===== src/rtl/core/dart_pkg.sv =====
// Shared types, codes and period table for the prescaled reload timer.
package dart_pkg;

  localparam int PRE_W = 12;

  // Item kinds
  localparam logic [1:0] OP_TICK  = 2'd0;
  localparam logic [1:0] OP_READ  = 2'd1;
  localparam logic [1:0] OP_WRITE = 2'd2;

  // Register addresses
  localparam logic [1:0] REG_DIV  = 2'd0;
  localparam logic [1:0] REG_CNT  = 2'd1;
  localparam logic [1:0] REG_MOD  = 2'd2;
  localparam logic [1:0] REG_CTRL = 2'd3;

  localparam logic [PRE_W-1:0] DIV_PERIOD = 12'd256;
  localparam logic [PRE_W-1:0] CNT_RESET  = 12'd1024;
  localparam int CTRL_EN_BIT = 2;

  typedef struct packed {
    logic [1:0] op;
    logic [1:0] reg_sel;
    logic [7:0] write_data;
    logic [7:0] elapsed_cycles;
  } item_t;

  typedef struct packed {
    logic [7:0] read_data;
    logic       timer_irq;
  } result_t;

  // Counter reload period selected by control bits 1:0
  function automatic logic [PRE_W-1:0] cnt_period(input logic [1:0] sel);
    logic [PRE_W-1:0] p;
    case (sel)
      2'd0:    p = 12'd1024;
      2'd1:    p = 12'd16;
      2'd2:    p = 12'd64;
      default: p = 12'd256;
    endcase
    return p;
  endfunction

endpackage


===== src/rtl/core/dart_core.sv =====
// Timer registers, prescalers and per-item next-state logic.
`default_nettype none
module dart_core (
  input  wire logic            clk,
  input  wire logic            rst_n,
  input  wire logic            fire,
  input  wire dart_pkg::item_t item,
  output dart_pkg::result_t    result
);
  import dart_pkg::*;

  logic [PRE_W-1:0] div_pre_r, div_pre_nxt;
  logic [PRE_W-1:0] cnt_pre_r, cnt_pre_nxt;
  logic [7:0]       divider_r, divider_nxt;
  logic [7:0]       counter_r, counter_nxt;
  logic [7:0]       modulo_r, modulo_nxt;
  logic [7:0]       control_r, control_nxt;

  logic [PRE_W-1:0] n;
  logic             div_exp, cnt_exp;

  assign n       = {{(PRE_W-8){1'b0}}, item.elapsed_cycles};
  assign div_exp = (div_pre_r <= n);
  assign cnt_exp = (cnt_pre_r <= n);

  // Compute next state and the result for the item in flight
  always_comb begin
    div_pre_nxt = div_pre_r;
    cnt_pre_nxt = cnt_pre_r;
    divider_nxt = divider_r;
    counter_nxt = counter_r;
    modulo_nxt  = modulo_r;
    control_nxt = control_r;
    result      = '0;
    unique case (item.op)
      OP_TICK: begin
        if (div_exp) begin
          div_pre_nxt = DIV_PERIOD;
          divider_nxt = divider_r + 8'd1;
        end else begin
          div_pre_nxt = div_pre_r - n;
        end
        if (control_r[CTRL_EN_BIT]) begin
          if (cnt_exp) begin
            cnt_pre_nxt = cnt_period(control_r[1:0]);
            if (counter_r == 8'hFF) begin
              counter_nxt      = modulo_r;
              result.timer_irq = 1'b1;
            end else begin
              counter_nxt = counter_r + 8'd1;
            end
          end else begin
            cnt_pre_nxt = cnt_pre_r - n;
          end
        end
      end
      OP_READ: begin
        unique case (item.reg_sel)
          REG_DIV:  result.read_data = divider_r;
          REG_CNT:  result.read_data = counter_r;
          REG_MOD:  result.read_data = modulo_r;
          default:  result.read_data = control_r;
        endcase
      end
      OP_WRITE: begin
        unique case (item.reg_sel)
          REG_DIV:  divider_nxt = item.write_data;
          REG_CNT:  counter_nxt = item.write_data;
          REG_MOD:  modulo_nxt  = item.write_data;
          default:  control_nxt = item.write_data;
        endcase
      end
      default: ;  // unused kind: no effect
    endcase
  end

  // Commit state when the item moves to the result register
  always_ff @(posedge clk) begin
    if (!rst_n) begin
      div_pre_r <= DIV_PERIOD;
      cnt_pre_r <= CNT_RESET;
      divider_r <= '0;
      counter_r <= '0;
      modulo_r  <= '0;
      control_r <= '0;
    end else if (fire) begin
      div_pre_r <= div_pre_nxt;
      cnt_pre_r <= cnt_pre_nxt;
      divider_r <= divider_nxt;
      counter_r <= counter_nxt;
      modulo_r  <= modulo_nxt;
      control_r <= control_nxt;
    end
  end

endmodule
`default_nettype wire


===== src/rtl/core/divider_and_reload_timer.sv =====
// Top level of the prescaled timer with modulo reload: input and result registers.
//
//   channel | direction | tdata                           | tuser
//   in_     | slave     | [7:0] write_data, [15:8] cycles | [1:0] op, [3:2] reg_sel
//   out_    | master    | [7:0] read_data, [8] timer_irq  | -
//
// Every item yields one result; one item per cycle is sustained while the output
// takes each result, and an item passes the input register, then the result register
// (the timer state updates as the item enters the result register).
// Reset (rst_n low, synchronous) empties both registers and restores the timer.
// A stalled output holds its result; the input register keeps taking items
// while it is free or draining.
`default_nettype none
module divider_and_reload_timer (
  input  wire logic        clk,
  input  wire logic        rst_n,
  input  wire logic        in_tvalid,
  output logic             in_tready,
  input  wire logic [15:0] in_tdata,   // [7:0] write_data, [15:8] elapsed_cycles
  input  wire logic [3:0]  in_tuser,   // [1:0] op, [3:2] reg_sel
  output logic             out_tvalid,
  input  wire logic        out_tready,
  output logic [15:0]      out_tdata   // [7:0] read_data, [8] timer_irq, [15:9] zero
);
  import dart_pkg::*;

  logic    s1_v_r;
  item_t   s1_r;
  logic    out_v_r;
  result_t out_r;
  result_t res;
  logic    adv_out;

  assign adv_out   = s1_v_r && (!out_v_r || out_tready);
  assign in_tready = !s1_v_r || adv_out;

  dart_core u_core (
    .clk    (clk),
    .rst_n  (rst_n),
    .fire   (adv_out),
    .item   (s1_r),
    .result (res)
  );

  // Capture the input transfer
  always_ff @(posedge clk) begin
    if (!rst_n) begin
      s1_v_r <= 1'b0;
    end else if (in_tready) begin
      s1_v_r <= in_tvalid;
    end
  end

  always_ff @(posedge clk) begin
    if (in_tready && in_tvalid) begin
      s1_r.op             <= in_tuser[1:0];
      s1_r.reg_sel        <= in_tuser[3:2];
      s1_r.write_data     <= in_tdata[7:0];
      s1_r.elapsed_cycles <= in_tdata[15:8];
    end
  end

  // Hold the result until the output transfer
  always_ff @(posedge clk) begin
    if (!rst_n) begin
      out_v_r <= 1'b0;
    end else if (adv_out) begin
      out_v_r <= 1'b1;
    end else if (out_tready) begin
      out_v_r <= 1'b0;
    end
  end

  always_ff @(posedge clk) begin
    if (adv_out) begin
      out_r <= res;
    end
  end

  assign out_tvalid = out_v_r;
  assign out_tdata  = {7'd0, out_r.timer_irq, out_r.read_data};

endmodule
`default_nettype wire


===== config.mk =====
export PLATFORM = sky130hd
export DESIGN_NAME = divider_and_reload_timer
export DESIGN_NICKNAME = d
export VERILOG_FILES = /design/src/rtl/core/dart_pkg.sv /design/src/rtl/core/dart_core.sv /design/src/rtl/core/divider_and_reload_timer.sv
export SDC_FILE = /design/constraint.sdc
export NUM_CORES = 1
export LEC_CHECK = 0
export BUFFER_PORTS_ARGS = -buffer_cell sky130_fd_sc_hd__buf_4
export CAP_MARGIN = 20
export CORE_UTILIZATION = 40
export DETAILED_ROUTE_END_ITERATION = 8
export PLACE_DENSITY_LB_ADDON = 0.3
export SLEW_MARGIN = 20
export SYNTH_ARGS = -nofsm -noshare
export SYNTH_HDL_FRONTEND = slang
export SYNTH_SLANG_ARGS = --single-unit

===== constraint.sdc =====
create_clock -name clk -period 2.5 [get_ports clk]
set_input_delay 0.375 -clock clk [delete_from_list [all_inputs] [get_ports clk]]
set_output_delay 0.375 -clock clk [all_outputs]
set_load 0.01 [all_outputs]

==> flow_metrics.tcl <==
set metrics [dict create \
    outcome "finished clean" \
    worstReg2RegEnd "u_core.divider_r[2]" \
    dp_slack_ns 0.0759 \
    areaGrowthSynthToFinish_pct 16.2 \
    muxShareOfSynthArea_pct 7.54 \
    power_density_nw_per_um2 573 \
    cp.arrival_ns 2.58 \
    cts_hold_buf 0 \
    htreeDepth 3 \
    relSlewSlack_pct 30.4 \
    synth_area_leaders "dfxtp_1 (25%), edfxtp_1 (19%), ha_1 (4.8%), nor2_1 (4.4%), mux4_2 (3.9%)" \
    crit_path_start_kind "register" \
    cts-buffers-inserted 9 \
    fp.dieW_um 110 \
    routedWlPerCell_um 16.1 \
    grt_use_total_pct 19.5 \
    r2r_start "s1_r[0]" \
    synth-main-ff-cell "dfxtp_1" \
    clock_path_buffers 2 \
    cp_max_fo 15 \
    pin_count 42 \
    grt_max_degree 26 \
    slowest_stage "o21ai_4" \
    grt_first_pass_wirelength_um 17800 \
    yosys.area.top_type_share_pct 25.0 \
    worst-path-buf-inv 1 \
    cp.required_ns 2.73 \
    synth_top_family_by_area "simple AND/OR/NAND/NOR gates" \
    synth_commonest_cells "dfxtp_1 (58), nor2_1 (55), nand2_1 (44), edfxtp_1 (29), a21oi_1 (26)" \
    drt-pass1-iter-count 5 \
    fin_setup_tns_ns 0 \
    clkLatencyLatePin_ns 0.34 \
    synth_compound_area_share_pct 17.3 \
    holdPathEnd "s1_r[6]" \
    criticalPathCategory "register to register" \
    yosysTopAreaCell "dfxtp_1" \
    drtAntennaViolNets 0 \
    via_per_inst 5.59 \
    dieArea_um2 12100 \
    fmax_mhz 425 \
    worstPathCellList "ha_1, inv_1, fa_1, nand3_1, a21o_1, a31oi_4, o21ai_4, o21ai_1, a32o_1" \
    drv_slew 0 \
    worstSetupEndpointType "register" \
    portBuffers 34 \
    syn-instance-count 481 \
    ys_types 60 \
    drtIter0Drc 249 \
    synth-adder-area-share_pct 5.71 \
    initial_core_util_pct 41.9 \
    fin_nets 571 \
    finalPower_uw 3090 \
    r2r_setup_slack_ns 0.15 \
    cts_sinks 87 \
    critPathMaxStageDelay_ns 0.41 \
    place.gp.congestion 0.901 \
    ys_ff_latch 87 \
    tritoncts "yes" \
    path_clk_slew_ns 0.07 \
    ir_drop_mv 0.280 \
    grt_antenna_before_repair 0 \
    first_global_vias 3553 \
    dp_hpwl_um 8050 \
    ff2ff_path_depth 9 \
    grt_overflow 0 \
    post-synth-top-count-cell "dfxtp_1" \
    postCtsSetupBuffers 0 \
    mappedNetlistArea_um2 4650 \
    hold_path.class "input port to register" \
    rows 38 \
    seq_area_frac_synth_pct 43.7 \
    period_minus_slack_ns 2.35 \
    routed_wl_um 10800 \
    fin_ws_ns 0.147 \
    synthXorXnorAreaFrac_pct 2.64 \
    dr_total_vias 3757 \
    route.detailed.drc 0 \
    drive_gt1_share_pct 16.9 \
    core_um2 11100 \
    period_share_pct 94.1 \
    tightest_slew_ns 1.04 \
    root_buffer "clkbuf_16" \
    synthSimpleGateAreaFrac_pct 18.9 \
    die_h_um 110 \
    synthArstFlopShare_pct 0 \
    power_leakage_uw 0.00206 \
    setup_viol 0 \
    hold_depth 1 \
    path_delay_family "compound AO/OA/AOI/OAI gates" \
    finClkSkew_ns 0.00904 \
    rsz0062_at_grt "false" \
    yosys_warnings 0 \
    hold_violations 0 \
    n_antenna_cell 0 \
    hold_start "in_tdata[14]" \
    drv_cap 0 \
    avgSynthCellArea_um2 9.66 \
    synth_edf_count 29 \
]
[worst register-to-register path, delay by kind of cell, from the launching register on]
kind,cells,cell delay [ns]
DFF,1,0.37
adders and majority gates,2,0.60
AOI/OAI and AO/OA,5,1.11
and+or+nand+nor,1,0.10
buffers and inverters,1,0.07
[layout make-up]
type                       instances  area [µm²]
clock inverter                     4        47.5
sequential                        87        2030
multi-input combinational        362        2460
timing repair buffer              52         390
inverter                          15        56.3
fill                            1062        5680
clock buffer                      12         236
tap                              140         175
[layout by cell type, fill, tap and decap left out, types with 10 or more instances in the layout]
cell type	synthesis	layout
nand3_1	19	19
nor2_1	55	55
edfxtp_1	29	29
inv_1	14	14
nand4_1	10	10
nor2b_1	12	12
mux2i_1	17	17
buf_4	7	52
ha_1	18	18
nand2_1	44	44
a21oi_1	26	26
dfxtp_1	58	58
o21ai_0	24	24
[metal layers]
layer	track usage, %	wire [µm]
met5	0	0
met3	3.91	607
met1	26.7	5190
met4	6.57	148
met2	30.5	4910
[through the flow]
stage	utilization, %	hold WS, ns	instances	instance area, µm²
CTS	48.6	0.199	672	5390
finish	48.7	0.210	672	5400
detailed placement	46.0	0.451	656	5100
global route	48.7	0.198	672	5400
floorplan	-	0.435	487	4670
global placement	46.0	0.442	656	5100
[cells by family after synthesis]
logic type | Yosys count
other cells | 1
xor+xnor | 14
mux | 25
buf+inv | 38
simple gates | 181
compound gates | 115
fa+ha+maj | 20
flops | 87
[worst max-delay path by stage]
stage,start,end,cells past startpoint
floorplan,s1_r[0],u_core.divider_r[6],10
global placement,s1_r[0],u_core.divider_r[6],9
detailed placement,s1_r[0],u_core.divider_r[6],9
CTS,s1_r[0],u_core.divider_r[6],9
global route,s1_r[0],u_core.cnt_pre_r[2],10
finish,s1_r[0],u_core.divider_r[2],9
[flip-flops by register name (all words and copies together) (netlist names)]
register,cells
s1_r,20
u_core.cnt_pre_r,12
u_core.div_pre_r,12
out_tdata,9
u_core.control_r,8
u_core.counter_r,8
u_core.divider_r,8
u_core.modulo_r,8
out_tvalid,1
s1_v_r,1
[power breakdown]
part / switching (µW) / total (µW) / leakage [µW] / internal, µW
clock: 539 / 1310 / 0.000137 / 772
sequential: 23.4 / 1520 / 0.000746 / 1500
combinational: 151 / 260 / 0.00118 / 109
total: 713 / 3090 / 0.00206 / 2380
[what timing repair did]
item | CTS | global route
hold endpoints to repair | 0 | 0
gates resized for setup | 0 | 3
endpoints found under the setup margin | 0 | 9
Note: power is estimated with default switching activity, not from simulation.
